**src/rtl/core/age_hop_weighted_vc_arbiter_core_assert.svh**
```systemverilog
// Assertion macros shared by the arbiter RTL.
`ifndef AGE_HOP_WEIGHTED_VC_ARBITER_CORE_ASSERT_SVH
`define AGE_HOP_WEIGHTED_VC_ARBITER_CORE_ASSERT_SVH

// Clocked check, off while reset is asserted.
`define AHW_ASSERT(lbl, prop, msg) \
	lbl: assert property (@(posedge clk) disable iff (!arst_n) prop) else $error(msg);

// Next-cycle implication.
`define AHW_NEXT(lbl, ante, cons, msg) \
	`AHW_ASSERT(lbl, (ante) |=> (cons), msg)

`endif

```
**src/rtl/core/ahw_pkg.sv**
```systemverilog
package ahw_pkg;

	localparam int CHANNELS  = 4;
	localparam int WAIT_BITS = 16;
	localparam int CH_BITS   = $clog2(CHANNELS);

	// Fixed word field widths
	localparam int IN_CH     = 4;
	localparam int HOP_W     = 8;
	localparam int MASK_W    = IN_CH;
	localparam int HOPS_W    = IN_CH * HOP_W;
	localparam int GRANT_W   = 2;

	// Priority = wait count + hop excess, one carry bit
	localparam int PRIO_BITS = ((WAIT_BITS > HOP_W) ? WAIT_BITS : HOP_W) + 1;

	// Configuration register map
	localparam int CFG_IDX_W  = 2;
	localparam int CFG_DATA_W = 8;
	localparam logic [CFG_IDX_W-1:0] REG_ARB_MODE   = 2'd0;
	localparam logic [CFG_IDX_W-1:0] REG_HOP_USE    = 2'd1;
	localparam logic [CFG_IDX_W-1:0] REG_HOP_THRESH = 2'd2;
	localparam logic [CFG_IDX_W-1:0] REG_CORE_PORT  = 2'd3;

	localparam logic MODE_SEQ      = 1'b0;
	localparam logic MODE_ADAPTIVE = 1'b1;

	typedef logic [CH_BITS-1:0]   chan_idx_t;
	typedef logic [PRIO_BITS-1:0] prio_t;

	// Shared control into every lane
	typedef struct packed {
		logic             upd;       // word accepted this cycle
		logic             inc_en;    // adaptive aging active
		logic             hop_use;
		logic [HOP_W-1:0] hop_thresh;
	} lane_ctl_t;

endpackage

```
**src/rtl/core/ahw_if.sv**
```systemverilog
interface ahw_in_if import ahw_pkg::*; ();
	logic              valid;
	logic              ready;
	logic [MASK_W-1:0] nonempty_mask;
	logic [HOPS_W-1:0] head_hops;

	modport source (output valid, output nonempty_mask, output head_hops, input ready);
	modport sink   (input valid, input nonempty_mask, input head_hops, output ready);
endinterface

interface ahw_out_if import ahw_pkg::*; ();
	logic               valid;
	logic               ready;
	logic [GRANT_W-1:0] grant_channel;
	logic               grant_valid;

	modport source (output valid, output grant_channel, output grant_valid, input ready);
	modport sink   (input valid, input grant_channel, input grant_valid, output ready);
endinterface

```
**src/rtl/core/ahw_lane.sv**
```systemverilog
module ahw_lane import ahw_pkg::*; (
	input  logic             clk,
	input  logic             arst_n,
	input  lane_ctl_t        ctl,
	input  logic             busy,
	input  logic [HOP_W-1:0] hop,
	input  logic             clr,
	output prio_t            prio
);

	localparam logic [WAIT_BITS-1:0] WAIT_MAX = '1;

	logic [WAIT_BITS-1:0] wait_q;
	logic [WAIT_BITS-1:0] wait_inc;
	logic [HOP_W-1:0]     excess;

	// saturating age step, only for non-empty channels
	assign wait_inc = (ctl.inc_en && busy && wait_q != WAIT_MAX) ? wait_q + 1'b1 : wait_q;

	assign excess = (ctl.hop_use && hop > ctl.hop_thresh) ? hop - ctl.hop_thresh : '0;

	assign prio = PRIO_BITS'(wait_inc) + PRIO_BITS'(excess);

	always_ff @(posedge clk or negedge arst_n) begin
		if (!arst_n) begin
			wait_q <= '0;
		end else if (ctl.upd) begin
			if (clr) begin
				wait_q <= '0;
			end else begin
				wait_q <= wait_inc;
			end
		end
	end

endmodule

```
**src/rtl/core/ahw_merge.sv**
```systemverilog
module ahw_merge import ahw_pkg::*; (
	input  logic [CHANNELS-1:0] busy,
	input  prio_t               prio [CHANNELS],
	output chan_idx_t           pick
);

	// strict greater-than keeps the lowest index on ties; all empty -> 0
	always_comb begin
		logic  found;
		prio_t best;
		found = 1'b0;
		best  = '0;
		pick  = '0;
		for (int i = 0; i < CHANNELS; i++) begin
			if (busy[i] && (!found || prio[i] > best)) begin
				found = 1'b1;
				best  = prio[i];
				pick  = CH_BITS'(i);
			end
		end
	end

endmodule

```
**src/rtl/core/age_hop_weighted_vc_arbiter_core.sv**
```systemverilog
// Age/hop weighted virtual channel arbiter, one router input port.
// in_ch : one word per arbitration tick: non-empty VC mask and packed
//         8-bit head flit hop counts (channel i in bits 8i+7..8i).
// out_ch: one word per input word: grant_channel and grant_valid.
// cfg   : cfg_we/cfg_index/cfg_wdata write arb_mode, hop_use, hop threshold,
//         core_port; write only while no word is in flight.
// Throughput: one word per cycle when not stalled. Aging, per-lane
// priority add and the lowest-index max scan over the lanes all finish
// in the accept cycle, so wait counts are current for a word in the very
// next cycle. Grant registered at accept, held in the output register.
// Stall: in_ch.ready = output register empty or being drained, so a
// waiting grant blocks only the next word, and flow resumes the same
// cycle the sink takes it.
// Reset: arb_mode adaptive, hop_use 0, hop threshold 0, core_port 0, all
// wait counts and the tick counter zero, output register empty.
module age_hop_weighted_vc_arbiter_core import ahw_pkg::*; (
	input  logic                  clk,
	input  logic                  arst_n,
	ahw_in_if.sink                in_ch,
	ahw_out_if.source             out_ch,
	input  logic                  cfg_we,
	input  logic [CFG_IDX_W-1:0]  cfg_index,
	input  logic [CFG_DATA_W-1:0] cfg_wdata
);

	`include "age_hop_weighted_vc_arbiter_core_assert.svh"

	// config registers
	logic             arb_mode_q;
	logic             hop_use_q;
	logic [HOP_W-1:0] hop_thresh_q;
	logic             core_port_q;

	chan_idx_t        tick_q;
	logic             in_fire;

	logic [CHANNELS-1:0] busy;
	prio_t               prio [CHANNELS];
	chan_idx_t           merge_pick;
	chan_idx_t           pick;
	lane_ctl_t           lane_ctl;

	logic               out_valid_q;
	logic [GRANT_W-1:0] out_chan_q;
	logic               out_gv_q;

	logic               core_fire;
	logic               adapt_fire;

	always_ff @(posedge clk or negedge arst_n) begin
		if (!arst_n) begin
			arb_mode_q   <= MODE_ADAPTIVE;
			hop_use_q    <= 1'b0;
			hop_thresh_q <= '0;
			core_port_q  <= 1'b0;
		end else if (cfg_we) begin
			case (cfg_index)
				REG_ARB_MODE:   arb_mode_q   <= cfg_wdata[0];
				REG_HOP_USE:    hop_use_q    <= cfg_wdata[0];
				REG_HOP_THRESH: hop_thresh_q <= cfg_wdata[HOP_W-1:0];
				REG_CORE_PORT:  core_port_q  <= cfg_wdata[0];
				default: ;
			endcase
		end
	end

	// output register frees up in the same cycle it is drained
	assign in_ch.ready = !out_valid_q || out_ch.ready;
	assign in_fire     = in_ch.valid && in_ch.ready;

	assign lane_ctl.upd        = in_fire;
	assign lane_ctl.inc_en     = (arb_mode_q == MODE_ADAPTIVE) && !core_port_q;
	assign lane_ctl.hop_use    = hop_use_q;
	assign lane_ctl.hop_thresh = hop_thresh_q;

	// one lane per VC; channels past the word's fields stay empty
	for (genvar i = 0; i < CHANNELS; i++) begin : g_lane
		logic [HOP_W-1:0] hop;
		if (i < IN_CH) begin : g_live
			assign busy[i] = in_ch.nonempty_mask[i];
			assign hop     = in_ch.head_hops[HOP_W*i +: HOP_W];
		end else begin : g_idle
			assign busy[i] = 1'b0;
			assign hop     = '0;
		end

		ahw_lane u_lane (
			.clk    (clk),
			.arst_n (arst_n),
			.ctl    (lane_ctl),
			.busy   (busy[i]),
			.hop    (hop),
			.clr    (pick == CH_BITS'(i)),
			.prio   (prio[i])
		);
	end

	ahw_merge u_merge (
		.busy (busy),
		.prio (prio),
		.pick (merge_pick)
	);

	// core port wins, then rotation, then weighted pick
	always_comb begin
		if (core_port_q) begin
			pick = '0;
		end else if (arb_mode_q == MODE_SEQ) begin
			pick = tick_q;
		end else begin
			pick = merge_pick;
		end
	end

	// tick counter runs every word in every mode
	always_ff @(posedge clk or negedge arst_n) begin
		if (!arst_n) begin
			tick_q <= '0;
		end else if (in_fire) begin
			if (tick_q == CH_BITS'(CHANNELS - 1)) begin
				tick_q <= '0;
			end else begin
				tick_q <= tick_q + 1'b1;
			end
		end
	end

	always_ff @(posedge clk or negedge arst_n) begin
		if (!arst_n) begin
			out_valid_q <= 1'b0;
		end else if (in_fire) begin
			out_valid_q <= 1'b1;
		end else if (out_ch.ready) begin
			out_valid_q <= 1'b0;
		end
	end

	always_ff @(posedge clk) begin
		if (in_fire) begin
			out_chan_q <= GRANT_W'(pick);
			out_gv_q   <= busy[pick];
		end
	end

	assign out_ch.valid         = out_valid_q;
	assign out_ch.grant_channel = out_chan_q;
	assign out_ch.grant_valid   = out_gv_q;

	// accepted words that the checks below look at
	assign core_fire  = in_fire && core_port_q;
	assign adapt_fire = in_fire && lane_ctl.inc_en && (|busy);

	`AHW_NEXT(a_core_grants_zero, core_fire, out_chan_q == '0, "core port grant not zero")
	`AHW_NEXT(a_adaptive_grant_live, adapt_fire, out_gv_q, "adaptive grant on empty channel")
	`AHW_ASSERT(a_tick_range, tick_q <= CH_BITS'(CHANNELS - 1), "tick counter out of range")

endmodule

```
**src/flat_wrapper.sv**
```systemverilog
// flat-port wrapper written by rule: the top's interface ports become plain ports
module age_hop_weighted_vc_arbiter_core_flat import ahw_pkg::*;
  (clk, arst_n, cfg_we, cfg_index, cfg_wdata, in_ch_valid, in_ch_nonempty_mask, in_ch_head_hops, in_ch_ready, out_ch_valid, out_ch_grant_channel, out_ch_grant_valid, out_ch_ready);
  ahw_in_if in_ch_i ();
  ahw_out_if out_ch_i ();
  input  logic clk;
  input  logic arst_n;
  input  logic cfg_we;
  input  logic [CFG_IDX_W-1:0] cfg_index;
  input  logic [CFG_DATA_W-1:0] cfg_wdata;
  input wire logic [$bits(in_ch_i.valid)-1:0] in_ch_valid;
  input wire logic [$bits(in_ch_i.nonempty_mask)-1:0] in_ch_nonempty_mask;
  input wire logic [$bits(in_ch_i.head_hops)-1:0] in_ch_head_hops;
  output wire logic [$bits(in_ch_i.ready)-1:0] in_ch_ready;
  output wire logic [$bits(out_ch_i.valid)-1:0] out_ch_valid;
  output wire logic [$bits(out_ch_i.grant_channel)-1:0] out_ch_grant_channel;
  output wire logic [$bits(out_ch_i.grant_valid)-1:0] out_ch_grant_valid;
  input wire logic [$bits(out_ch_i.ready)-1:0] out_ch_ready;
  assign in_ch_i.valid = in_ch_valid;
  assign in_ch_i.nonempty_mask = in_ch_nonempty_mask;
  assign in_ch_i.head_hops = in_ch_head_hops;
  assign in_ch_ready = in_ch_i.ready;
  assign out_ch_valid = out_ch_i.valid;
  assign out_ch_grant_channel = out_ch_i.grant_channel;
  assign out_ch_grant_valid = out_ch_i.grant_valid;
  assign out_ch_i.ready = out_ch_ready;
  age_hop_weighted_vc_arbiter_core u_core (.clk(clk), .arst_n(arst_n), .in_ch(in_ch_i), .out_ch(out_ch_i), .cfg_we(cfg_we), .cfg_index(cfg_index), .cfg_wdata(cfg_wdata));
endmodule
```
**config.mk**
```make
export PLATFORM = sky130hd
export DESIGN_NAME = age_hop_weighted_vc_arbiter_core_flat
export DESIGN_NICKNAME = d
export VERILOG_FILES = /design/src/rtl/core/ahw_pkg.sv /design/src/rtl/core/ahw_if.sv /design/src/rtl/core/ahw_lane.sv /design/src/rtl/core/ahw_merge.sv /design/src/rtl/core/age_hop_weighted_vc_arbiter_core.sv /design/src/flat_wrapper.sv
export VERILOG_INCLUDE_DIRS = /design/src /design/src/rtl/core
export SDC_FILE = /design/constraint.sdc
export NUM_CORES = 1
export LEC_CHECK = 0
export ABC_AREA = 1
export BUFFER_PORTS_ARGS = -buffer_cell sky130_fd_sc_hd__buf_2
export CORE_ASPECT_RATIO = 0.9
export CORE_MARGIN = 10
export CORE_UTILIZATION = 45
export DETAILED_ROUTE_END_ITERATION = 10
export GPL_TIMING_DRIVEN = 1
export RECOVER_POWER = 50
export SYNTH_ARGS = -nofsm -noshare
export SYNTH_HDL_FRONTEND = slang
export SYNTH_SLANG_ARGS = --single-unit
```
**constraint.sdc**
```tcl
create_clock -name clk -period 11.1 [get_ports clk]
set_input_delay 2.22 -clock clk [delete_from_list [all_inputs] [get_ports clk]]
set_output_delay 2.22 -clock clk [all_outputs]
set_load 0.05 [all_outputs]
```
Yosys cells after proc, flatten, opt, wreduce, memory -nomap -nowiden
Cells that the tools add are included.

storage, ports and cells
  register bits = 81
  word-level logic and storage cells = 105
  input port bits = 51
  output and inout bits = 5

operators by class
  equal/unequal tests = 11
  magnitude comparators = 8
  multiplexer cells = 28
  $add $sub $neg = 13
  reduce and logical (&&, ||, !) cells = 33

operator list
  operator                 count
  $mux W16                 8
  $add A16 B8 Y17          4
  $add A16 B1 Y16 const B  4
  $ne A16 B16 Y1 const B   4
  $gt A17 B17 Y1           3
  $mux W17                 3
  $gt A8 B8 Y1             4
  $mux W8                  4
  $sub A8 B8 Y8            4
  $logic_and A1 B1 Y1      17
  $eq A2 B2 Y1 const B     5
  $mux W2                  5
  $reduce_and A2 Y1        4
  $mux W1                  7
  $logic_not A1 Y1         5
  $eq A2 B1 Y1 const B     2
  $logic_not A2 Y1         2
  $logic_or A1 B1 Y1       4
  $lt A2 B3 Y1 const B     1
  $add A2 B1 Y2 const B    1
  $bmux W1 S2              1
  $reduce_bool A2 Y1       1

Logic depth before layout (Yosys ltp)
Gate-level depths: netlist (run 1).

  word-level depth = 23
  depth in mapped cells = 74
  depth with buffers taken out = 71

Modules after synthesis
Synthesis (run 1) repeated with hierarchy kept, for this count alone.

unflattened totals
  cells, all modules = 1771
  area total of the unflattened synthesis = 11499.8 um^2

modules (own cells, without submodules)
  module                                  cells each  sequential area each (um^2)  instances  area an instance (um^2)
  ahw_lane (u_core.g_lane[0].u_lane ...)  334         400.4                        3          2118.3
  ahw_lane (u_core.g_lane[1].u_lane)      330         400.4                        1          2173.3
  ahw_merge                               343         0.0                          1          2145.8
  age_hop_weighted_vc_arbiter_core        96          441.7                        1          825.8

Least setup slack after synthesis (run 1)
OpenSTA, ideal clock, no wires.

  path kind = input -> register
  from = in in_ch_head_hops[0]
  to = reg u_core.g_lane[2].u_lane.wait_q[8]
  library setup time = 0.117 ns
  data arrival time = 9.960 ns
  path buffers = 4
  setup slack = 1.023 ns
  cell stages on the path = 65
  required time = 10.983 ns
  path through = inv_1 ha_1 fa_1 nor2_1 o21ai_0 nand2_1 nand2_1 nand2_1 a21oi_1 nor2_1 o21ai_0 nand2_1 nand2_1 or2_2 fa_1 inv_1 a21oi_1 o21ai_0 [29 not listed] a21oi_1 ha_1 nand2_1 inv_1 nand3_1 nor3_1 nand2_1 nand2_1 nand2_1 nand2_1 nand2_1 nand3_1 nand3_2 inv_1 nand2_2 buf_2 nand2_1 nand2_1

between the ends
  longest elaborated chain between the ends = 21
  elaborated cells on any way between the ends = 28
  classes of those cells = 2 x add/sub; 4 x order compare; 1 x eq/ne; 12 x mux; 9 x reduce/logical

ends and longest elaborated chain
  element               RTL line                                 RTL
  from (decl)           flat_wrapper.sv:13                       input wire logic [$bits(in_ch_i.head_hops)-1:0] in_ch_head_hops;
  $gt A8 B8 Y1          ahw_lane.sv:20                           assign excess = (ctl.hop_use && hop > ctl.hop_thresh) ? hop - ctl.hop_thresh : '0;
  $logic_and A1 B1 Y1   ahw_lane.sv:20
  $mux W8 (*)           ahw_lane.sv:20
  $add A16 B8 Y17 (*)   ahw_lane.sv:22                           assign prio = PRIO_BITS'(wait_inc) + PRIO_BITS'(excess);
  $mux W17 (*)          ahw_merge.sv:15                          if (busy[i] && (!found || prio[i] > best)) begin
  $gt A17 B17 Y1        ahw_merge.sv:15
  $logic_or A1 B1 Y1    ahw_merge.sv:15
  $logic_and A1 B1 Y1   ahw_merge.sv:15
  [6 not listed]        --
  $logic_or A1 B1 Y1    ahw_merge.sv:15
  $logic_and A1 B1 Y1   ahw_merge.sv:15
  $mux W2 (*)           ahw_merge.sv:15
  $mux W2 (*)           age_hop_weighted_vc_arbiter_core.sv:108  end else if (arb_mode_q == MODE_SEQ) begin
  $mux W2 (*)           age_hop_weighted_vc_arbiter_core.sv:106  if (core_port_q) begin
  via u_core.pick[1]    age_hop_weighted_vc_arbiter_core.sv:40   chan_idx_t pick;
  $eq A2 B2 Y1 (*)      age_hop_weighted_vc_arbiter_core.sv:93   .clr (pick == CH_BITS'(i)),
  $mux W16 (*)          ahw_lane.sv:28                           if (clr) begin
  to (signal assigned)  ahw_lane.sv:31                           wait_q <= wait_inc;
  to (decl)             ahw_lane.sv:13                           logic [WAIT_BITS-1:0] wait_q;

The timed path passes the listed nets; every way through them passes the cells marked *.
A chain may end at the register's enable or synchronous reset.

Worst setup path in the final report (run 1)
  from = in in_ch_head_hops[8]
  to = reg u_core.out_chan_q[0] (netlist: u_core.out_ch.grant_channel[0]), data pin

between the ends
  longest elaborated chain between the ends = 18
  elaborated cells on any way between the ends = 25
  classes of those cells = 2 x add/sub; 4 x order compare; 10 x mux; 9 x reduce/logical

ends and longest elaborated chain
  element                                                    RTL line                                 RTL
  $gt A8 B8 Y1                                               ahw_lane.sv:20
  $logic_and A1 B1 Y1                                        ahw_lane.sv:20
  $mux W8 (*)                                                ahw_lane.sv:20
  $add A16 B8 Y17 (*)                                        ahw_lane.sv:22
  $gt A17 B17 Y1                                             ahw_merge.sv:15
  $logic_or A1 B1 Y1                                         ahw_merge.sv:15
  $logic_and A1 B1 Y1                                        ahw_merge.sv:15
  $mux W17 / $mux W1 (equally long branches)                 ahw_merge.sv:15
  [3 not listed]                                             --
  $mux W17 / $mux W1 (equally long branches)                 ahw_merge.sv:15
  $gt A17 B17 Y1 / $logic_not A1 Y1 (equally long branches)  ahw_merge.sv:15
  $logic_or A1 B1 Y1                                         ahw_merge.sv:15
  $logic_and A1 B1 Y1                                        ahw_merge.sv:15
  $mux W2 (*)                                                ahw_merge.sv:15
  $mux W2 (*)                                                age_hop_weighted_vc_arbiter_core.sv:108
  $mux W2 (*)                                                age_hop_weighted_vc_arbiter_core.sv:106
  via u_core.pick[0]                                         age_hop_weighted_vc_arbiter_core.sv:40
  to (signal assigned)                                       age_hop_weighted_vc_arbiter_core.sv:140  out_chan_q <= GRANT_W'(pick);
  to (decl)                                                  age_hop_weighted_vc_arbiter_core.sv:44   logic [GRANT_W-1:0] out_chan_q;

Marks and branches as above.

==> impl_metrics.ini, run 1 <==
[timing]
fin_worst_skew_ns = 0.01103
clock.fmax_mhz = 97.21
hold_violations = 0
period_share_pct = 92.67
slew_viol_final = 81
finalSetupViolCount = 0
tightest_slew_ns = 2.572
final.min_clock_period_ns = 10.29
slew_headroom_pct = -71.48

[drt]
routedWlPerCell_um = 14.65
drtIter0Drc = 766
first_pass_iters = 5
drc = 0
viasPerCell = 5.087
wirelength_um = 30480
route.vias.total = 10580
antenna_left = 0

[global_route]
grt.overflow.total = 0
antenna_found_initial = 0
grt_pass1_wl_um = 49370
grt_max_degree = 69
first_global_vias = 9743
grt_util_all_layers_pct = 19.65

[synthesis]
synthAdderAreaFrac_pct = 15.55
synth_top_area_cell = nand2_1
ys_seq_elements = 81
synth_edf_count = 3
synth_area_sq_mm = 0.01068
netlist.area_leader.share_pct = 18.87
synth_mux_area_share_pct = 0
synth_nets = 1903
synth-async-reset-ratio_pct = 96.30
ys_types = 50
ys_seq_area_share_pct = 19.13
syn-instance-count = 1724
syn_area_per_cell_sq_um = 6.196
synth_top_family_by_area = simple AND/OR/NAND/NOR gates
synth_compound_area_share_pct = 9.592
ys.flop_type = dfrtp_1
synth-xor-area-share_pct = 6.290
yosys.area_share.simple_pct = 39.05
yosys_warnings = 0
ys_top_cells_by_area = nand2_1 19%, dfrtp_1 18%, ha_1 14%, inv_1 8.6%, nor2_1 6.4%

[power_and_ir_drop]
leakage_nw = 6.409
netSwitchingPower_w = 0.0009217
power_frac_seq_pct = 23.1
peakVddDrop_mv = 0.09139
switching_share_pct = 50.37
p_int_w = 0.0009081
finalPower_w = 0.001830
clock_power_share_pct = 17.6
pwr-share-comb_pct = 59.3
power_density_mw_per_mm2 = 156.5

[setup_path]
crit_start = in_ch_head_hops[8]
crit_slowest_cell = fa_1
cp.required_ns = 11.22
crit_top_cell = nand2_1
regToRegStartpoint = u_core.hop_thresh_q[1]
worstSetupStartpointType = input pin
path_class = input pin to flop
rrSetupSlack_ns = 2.29
arrival_ns = 10.40
crit_fanout = 26
slowest_delay_ns = 0.42
end_kind = flop

[die]
core-area_sq_mm = 0.02334
ios = 56
rows = 53
die_w_um = 182.4
initial_core_util_pct = 45.77
die_h_um = 166.2
die_area_sq_mm = 0.03031

[finish]
mostFrequentLayoutCells = 534 x nand2_1, 244 x inv_1, 182 x nor2_1
syn2layout_area_growth_pct = 9.440
antenna_cells = 0
drive_gt1_share_pct = 8.943
post-route-util_pct = 50.09
fin_cells = 2080
final_common_cell = nand2_1
nets = 1952

[place]
io_buffers = 55
dp.cells = 2059
hpwl_um = 24150
gp_congestion = 0.9063

[clock_tree]
cts-root-buf = clkbuf_16
htree_levels = 3
clk_latency_ns = 0.36
clk_path_buf_depth = 2
cts_buffers = 9
hold_buffers = 0
cts_tree = yes
cts.sinks = 81
clk_pin_slew_ns = 0.07

[hold_path]
hp-class = flop to flop
hold_start = u_core.tick_q[1]

[run_status]
violations = max-capacitance violations, max-slew violations
status = complete, but fails checks

[run]
cap_violations = 2
-- sequential cells by signal, indices dropped and copies added, names as in the netlist --
register / flops
u_core.g_lane.u_lane.wait_q: 64
u_core.arb_mode_q: 1
u_core.hop_thresh_q: 8
u_core.out_ch.grant_valid: 1
u_core.out_ch.valid: 1
u_core.hop_use_q: 1
u_core.core_port_q: 1
u_core.out_ch.grant_channel: 2
u_core.tick_q: 2
-- final cells by class --
cell class                 instances  area (sq um)
clock inverter                     7         76.32
timing repair buffer              67         396.6
multi-input combinational       1358          7605
tap                              302         377.9
sequential                        81          2043
fill                            2501         11650
inverter                         256         967.2
clock buffer                       9         225.2
-- power groups by stage --
stage	clock (W)	sequential, W	combinational, W
final	0.000322	0.000423	0.00109
after global routing	0.000342	0.000431	0.00125
after CTS	0.000332	0.000421	0.00105
after detailed placement	0	0.000426	0.00104
after global placement	0	0.000425	0.00103
after floorplan	0	0.000412	0.000783
-- metal layers --
metal	up-vias	part of all wire, %	track usage [%]
met5	-	0	0
met4	0	2.5	6.045
met3	43	3.3	2.331
met2	191	44	30.82
met1	4758	50	27.41
li1	5589	-	-
-- worst max-delay path, delay by kind of cell --
| kind | cells | cell delay (ns) |
|---|---|---|
| fa+ha+maj | 7 | 2.07 |
| simple gates | 42 | 3.94 |
| buf+inv | 10 | 1.29 |
| compound gates | 6 | 0.82 |
-- Yosys cell counts, types with 3 or more instances --
cell,count
nand3_1,100
nor3b_1,5
nand3_2,4
nor3_1,35
xnor2_1,14
nand2_4,3
edfxtp_1,3
o21ai_2,6
inv_2,8
o21bai_1,4
ha_1,120
nor2_1,182
inv_1,246
nor2_2,12
clkbuf_1,20
or2_2,5
o21a_1,4
dfrtp_1,77
fa_1,8
nand3b_1,7
nand4_1,39
nand2_1,537
and2_1,9
buf_6,3
o21ai_0,71
o21ai_1,13
a21o_1,4
nand2_2,17
o211ai_1,4
nor2_4,3
a21oi_1,78
xor2_1,59
-- through the flow --
stage	hold slack [ns]	worst slack [ns]	setup TNS (ns)	cell area, sq um
finish	0.5212	0.8134	0	11690
global route	0.5728	-0.04047	-0.4733	11690
CTS	0.5210	0.6714	0	11570
detailed placement	0.5027	0.3095	0	11270
global placement	0.4954	0.4456	0	11270
floorplan	0.4663	1.023	0	10680
-- cells by family (layout without fill, tap and decap cells) --
kind of cell               count (synthesis)  in the layout
adders and majority gates                128            128
buffers and inverters                    286            339
AOI/OAI and AO/OA                        188            188
and+or+nand+nor                          966            967
DFF                                       81             81
xor gates and xnor gates                  75             75
-- path summary, 6_finish.rpt --
kind | endpoint | cells past startpoint
setup / recovery | u_core.out_ch.grant_channel[0] | 65
hold / removal | u_core.tick_q[1] | 2
setup reg to reg | u_core.out_ch.grant_channel[0] | 62
hold reg to reg | u_core.tick_q[1] | 2
max in group asynchronous | u_core.g_lane[1].u_lane.wait_q[6] | 2
min in group asynchronous | u_core.g_lane[3].u_lane.wait_q[7] | 1
-- timing repair --
action	4_1_cts	5_1_grt
resized for setup	0	20
setup endpoints to repair	0	67
setup buffers	0	4
hold endpoints to repair	0	0
Note: power is estimated with default switching activity, not from simulation.
==> inputs of run 2 (changes only) <==
ABC_AREA = not set   (was 1)
SLEW_MARGIN = 20   (was not set)
==> run 2 against run 1 <==
The run ends with max-capacitance violations, max-slew violations, negative setup slack left. Core utilization increased by 11 points. Sequential power decreased by 11%. Sequential cell count unchanged. Cell area increased by 12%. Power increased by 9.6%. Worst hold slack got worse by 0.014 ns. Synthesized cell count decreased by 27%. Global-route usage increased by 2.0 points. Clock-buffer cell count increased by 2. Clock power increased by 4%. Register-to-register slack got worse by 1.3 ns. Largest power group unchanged.
==> impl_metrics.ini, run 2 <==
[synthesis]
ys_seq_area_share_pct = 20.61
synth-async-reset-ratio_pct = 96.30
yosys_warnings = 0
synth_top_area_cell = dfrtp_1
netlist.area_leader.share_pct = 19.43
synth_top_cells_by_count = 130 x nand2_1, 120 x ha_1, 105 x nor2_1, 77 x dfrtp_1, 72 x o21ai_0
syn-instance-count = 1252
ys_seq_elements = 81
synth_edf_count = 3
ys_top_cells_by_area = dfrtp_1 19%, ha_1 15%, xnor2_1 6.0%, nand2_1 4.9%, xor2_1 4.2%
ys_types = 71
synth_area_sq_mm = 0.009915
syn_area_per_cell_sq_um = 7.919
yosysMostFrequentCell = nand2_1
synth_nets = 1431
ys.flop_type = dfrtp_1

[power_and_ir_drop]
power_density_mw_per_mm2 = 152.9
leakage_nw = 6.101
peakVddDrop_mv = 0.07747

[timing]
period_share_pct = 103.9
slew_headroom_pct = -207.0
clock.fmax_mhz = 86.71
hold_violations = 0
finalSetupViolCount = 67
final.min_clock_period_ns = 11.53
tightest_slew_ns = 4.605
grt_setup_unrepaired = yes
layout_setup_ws_ns = -0.4327
slew_viol_final = 79
fin_worst_skew_ns = 0.008403

[finish]
final_common_cell = buf_4
largest_reg_flops = 64
syn2layout_area_growth_pct = 32.37
fillers = 1950
mostFrequentLayoutCells = 156 x buf_4, 123 x nand2_1, 113 x ha_1
antenna_cells = 0
post-route-util_pct = 60.67
nets = 1640
final_area_sq_mm = 0.01312
reg.largest.list = u_core.g_lane.u_lane.wait_q: 64 flops, u_core.hop_thresh_q: 8 flops
largest-register = u_core.g_lane.u_lane.wait_q
drive_gt1_share_pct = 28.79
fin_cells = 1757

[hold_path]
hp-class = flop to flop

[clock_tree]
cts_tree = yes
cts.sinks = 81
hold_buffers = 0
cts-root-buf = clkbuf_16
clk_pin_slew_ns = 0.07
clk_latency_ns = 0.36
cts_buffers = 9
clk_path_buf_depth = 2
htree_levels = 3

[setup_path]
critPathTopFamily = compound AO/OA/AOI/OAI gates
worstReg2RegEnd = u_core.g_lane[0].u_lane.wait_q[4]
end_kind = flop
crit_slowest_cell = or3_4
worstSetupStartpointType = input pin
rrSetupSlack_ns = 1.03
cp.required_ns = 11.35
path_class = input pin to flop
arrival_ns = 11.78
regToRegStartpoint = u_core.hop_thresh_q[0]
slowest_delay_ns = 0.39
cp.depth = 52
crit_start = in_ch_head_hops[0]
crit_fanout = 7
crit_top_cell = ha_1
path_buf_inv = 8
worstSetupEndpoint = u_core.g_lane[0].u_lane.wait_q[4]
r2r_cells = 50

[place]
gp_congestion = 0.9333
io_buffers = 55
hpwl_um = 22660
dp.cells = 1672
place_area_sq_mm = 0.01153

[die]
die_h_um = 160.8
core-area_sq_mm = 0.02163
die_w_um = 176.5
ios = 56
rows = 51
initial_core_util_pct = 45.83
die_area_sq_mm = 0.02838

[global_route]
grt_util_all_layers_pct = 21.60
antenna_found_initial = 0
grt_max_degree = 79
grt_pass1_wl_um = 50110
first_global_vias = 9824
grt.overflow.total = 0

[drt]
first_pass_iters = 5
route.vias.total = 9947
drc = 0
viasPerCell = 5.661
wirelength_um = 31080
drtIter0Drc = 754
antenna_left = 0
routedWlPerCell_um = 17.69

[run]
cap_violations = 1

[run_status]
violations = max-capacitance violations, max-slew violations, negative setup slack
status = complete, but fails checks
==> run 2: changes by cell type after synthesis, moves of 19 or more <==
| cell | previous run | this run |
|---|---|---|
| xnor2_1 | 14 | 68 |
| nor2b_1 | 0 | 29 |
| mux2i_1 | 0 | 19 |
| nand3_1 | 100 | 50 |
| a21o_1 | 4 | 45 |
| nor2_1 | 182 | 105 |
| and3_1 | 2 | 22 |
| inv_1 | 246 | 61 |
| nand2_1 | 537 | 130 |
==> run 2: layout make-up <==
class                   count  area [sq um]  share of cell area [%]
multi-input cells        1062          8252                   62.88
flip-flops and latches     81          2043                   15.57
repair buffers            243          1893                   14.42
well taps                 291         364.1                   2.774
inverters                  63         254.0                   1.935
clock buffers              11         232.7                   1.773
clock inverters             5         80.08                  0.6102
repair inverters            1         5.005                 0.03814
==> run 2: repair_timing <==
item,4_1_cts,5_1_grt
resized for setup,122,92
cloned,6,0
setup buffers,55,14
setup endpoints to repair,67,67
pin swaps,49,42
==> run 2: where the power goes <==
group	leakage [nW]	internal, W	total [W]	switching, W
sequential	1.07	0.000330	0.000375	0.0000450
clock	0.146	0.000197	0.000336	0.000138
combinational	4.89	0.000630	0.00130	0.000666
==> run 2: routing by layer <==
metal	vias to the layer above	wire, um	share of wire [%]	track usage, %
li1	4944	-	-	-
met1	4749	14480	47	28.28
met2	211	14580	47	35.82
met3	43	1391	4.5	3.844
met4	0	628	2.0	5.575
met5	-	0	0	0
==> run 2: worst min-delay path by stage <==
stage                                 startpoint                endpoint  slack [ns]  cells after the start
after detailed placement  u_core.hop_thresh_q[3]  u_core.hop_thresh_q[3]        0.49                      1
after global placement    u_core.hop_thresh_q[3]  u_core.hop_thresh_q[3]        0.49                      1
after floorplan                 u_core.tick_q[1]        u_core.tick_q[1]        0.47                      2
after global routing      u_core.hop_thresh_q[2]  u_core.hop_thresh_q[2]        0.52                      1
final                     u_core.hop_thresh_q[3]  u_core.hop_thresh_q[3]        0.51                      1
after CTS                 u_core.hop_thresh_q[3]  u_core.hop_thresh_q[3]        0.51                      1
==> run 2: kinds of logic (layout without fill, tap and decap cells) <==
group,Yosys count,in the layout,share of synthesized area [%]
XOR/XNOR,115,115,10.16
buffers and inverters,110,323,4.354
multiplexers,32,32,3.508
adder cells (fa/ha/maj),129,129,16.86
AO/OA/AOI/OAI,290,291,19.13
flip-flops,81,81,20.61
AND/OR/NAND/NOR,495,495,25.38
==> run 2: worst register-to-register path, delay by kind of cell, from the launching register on <==
| kind | cells | cell delay (ns) |
|---|---|---|
| fa+ha+maj | 7 | 2.04 |
| compound gates | 22 | 3.98 |
| flops | 1 | 0.47 |
| xor+xnor | 1 | 0.19 |
| buf+inv | 6 | 1.00 |
| simple gates | 14 | 2.29 |
==> run 2: stage by stage <==
| step | total power, W | hold slack (ns) | setup TNS (ns) | setup slack, ns |
|---|---|---|---|---|
| final | 0.002006 | 0.5074 | -20.66 | -0.4327 |
| after detailed placement | 0.001376 | 0.4928 | -38.62 | -0.7318 |
| after floorplan | 0.001041 | 0.4728 | -0.05637 | -0.05093 |
| after global routing | 0.002146 | 0.5169 | -54.92 | -0.9401 |
| after global placement | 0.001363 | 0.4860 | -29.81 | -0.6011 |
| after CTS | 0.001933 | 0.5076 | -8.192 | -0.2313 |
==> inputs of run 3 (changes only) <==
clock period = 13.7 ns   (was 11.1 ns; I/O delays follow)
==> run 3 against run 2 <==
The run ends with max-capacitance violations, max-slew violations left. Sequential share of layout area increased by 3.3 points. Register-to-register slack improved by 1.8 ns. Cell count decreased by 10%. Cell area decreased by 17%. Core utilization decreased by 11 points. Clock power decreased by 13%. Clock skew increased by 0.0037 ns. Critical endpoint is now u_core.g_lane[0].u_lane.wait_q[12]. Largest power group unchanged. Highest routed layer unchanged.
==> impl_metrics.ini, run 3 (synthesized netlist as in run 2, its figures left out) <==
[setup_path]
path_class = input pin to flop
regToRegStartpoint = u_core.g_lane[0].u_lane.wait_q[0]
cp.required_ns = 13.94
end_kind = flop
crit_fanout = 20
rrSetupSlack_ns = 2.83
worstSetupStartpointType = input pin
arrival_ns = 13.11
crit_top_cell = a21o_1
slowest_delay_ns = 0.43
worstReg2RegEnd = u_core.g_lane[0].u_lane.wait_q[12]
crit_slowest_cell = a2111oi_2
r2r_cells = 45

[timing]
tightest_slew_ns = 4.532
final.min_clock_period_ns = 12.86
timing.hold.ws_ns = 0.5084
hold_violations = 0
timing.setup.tns_ns = 0
clock.fmax_mhz = 77.74
finalSetupViolCount = 0
fin_worst_skew_ns = 0.01213
slew_viol_final = 79
period_share_pct = 93.89
slew_headroom_pct = -202.1
grt_setup_unrepaired = no

[hold_path]
min_to = u_core.tick_q[1]
hold_depth = 2
hp-class = flop to flop
hold_start = u_core.tick_q[1]

[place]
gp_congestion = 0.8943
place_area_sq_mm = 0.01046
hpwl_um = 21370
io_buffers = 55

[finish]
final_common_cell = nand2_1
drive_gt1_share_pct = 8.689
largest-register = u_core.g_lane.u_lane.wait_q
nets = 1463
final_area_sq_mm = 0.01083
syn2layout_area_growth_pct = 9.225
largest_reg_flops = 64
mostFrequentLayoutCells = 129 x nand2_1, 120 x ha_1, 105 x nor2_1
reg.largest.list = u_core.g_lane.u_lane.wait_q: 64 flops, u_core.hop_thresh_q: 8 flops

[drt]
drtIter0Drc = 677
viasPerCell = 5.713
wirelength_um = 27310
antenna_left = 0
route.vias.total = 9032
routedWlPerCell_um = 17.28
drc = 0
first_pass_iters = 5

[clock_tree]
clk_pin_slew_ns = 0.06
htree_levels = 3
cts-root-buf = clkbuf_16
cts.sinks = 81
clk_latency_ns = 0.36
hold_buffers = 0
cts_tree = yes
cts_buffers = 9
clk_path_buf_depth = 2

[die]
ios = 56
initial_core_util_pct = 45.83
die_h_um = 160.8
core-area_sq_mm = 0.02163
die_area_sq_mm = 0.02838
die_w_um = 176.5
rows = 51

[global_route]
first_global_vias = 8647
grt.overflow.total = 0
grt_max_degree = 79
grt_pass1_wl_um = 44610
antenna_found_initial = 1
grt_util_all_layers_pct = 19.15

[power_and_ir_drop]
power_density_mw_per_mm2 = 118.8
finalPower_w = 0.001286
leakage_nw = 5.029
peakVddDrop_mv = 0.08088

[run]
cap_violations = 1

[run_status]
status = complete, but fails checks
violations = max-capacitance violations, max-slew violations
## run 3: power by group
group	internal [W]	total, W	switching, W
registers	0.000267	0.000302	0.0000346
logic	0.000286	0.000692	0.000406
clock network	0.000183	0.000293	0.000110
## run 3: stage by stage
| stage | worst slack, ns | util (%) | instances |
|---|---|---|---|
| 3_3_place_gp | 0.3560 | 48.36 | 1564 |
| 4_1_cts | 0.5186 | 49.96 | 1580 |
| 2_1_floorplan | 0.7087 | - | 1252 |
| 6_report | 0.8370 | 50.06 | 1581 |
| 5_1_grt | 0.002677 | 50.06 | 1581 |
| 3_5_place_dp | 0.1726 | 48.36 | 1564 |
## run 3: per-layer routing
metal  vias up  part of all wire, %  track usage, %
met5         -                    0               0
met4         0                  1.7           4.964
met3        29                  4.0           2.672
met2       180                   44           29.96
met1      4274                   50           26.97
li1       4549                    -               -
## run 3: worst max path at each step
stage,to,depth (start not counted),slack (ns),start
finish,u_core.g_lane[0].u_lane.wait_q[12],50,0.84,in_ch_head_hops[8]
global route,u_core.g_lane[0].u_lane.wait_q[0],51,0.003,in_ch_head_hops[0]
CTS,u_core.g_lane[0].u_lane.wait_q[12],46,0.52,in_ch_head_hops[2]
detailed placement,u_core.g_lane[0].u_lane.wait_q[0],46,0.17,in_ch_head_hops[2]
global placement,u_core.g_lane[0].u_lane.wait_q[6],50,0.36,in_ch_head_hops[0]
floorplan,u_core.g_lane[0].u_lane.wait_q[12],48,0.71,in_ch_head_hops[8]
## run 3: layout make-up
cell class              instances  area [sq um]
diodes                          1         2.502
flip-flops and latches         81          2043
fillers                      2127         10800
inverters                      63         236.5
clock buffers                  11         242.7
clock inverters                 5         102.6
multi-input cells            1061          7468
well taps                     291         364.1
repair buffers                 68         369.1
## run 3: worst max-delay path: cells and delay by family
family | cells | cell delay, ns
buffers and inverters | 5 | 0.73
AOI/OAI and AO/OA | 24 | 5.31
and+or+nand+nor | 13 | 1.99
adders and majority gates | 7 | 2.12
xor gates and xnor gates | 1 | 0.23
## run 3: repair_timing
action	4_1_cts	5_1_grt
gates resized for setup	0	7
endpoints found under the setup margin	0	60
setup buffers	0	0
hold endpoints to repair	0	0
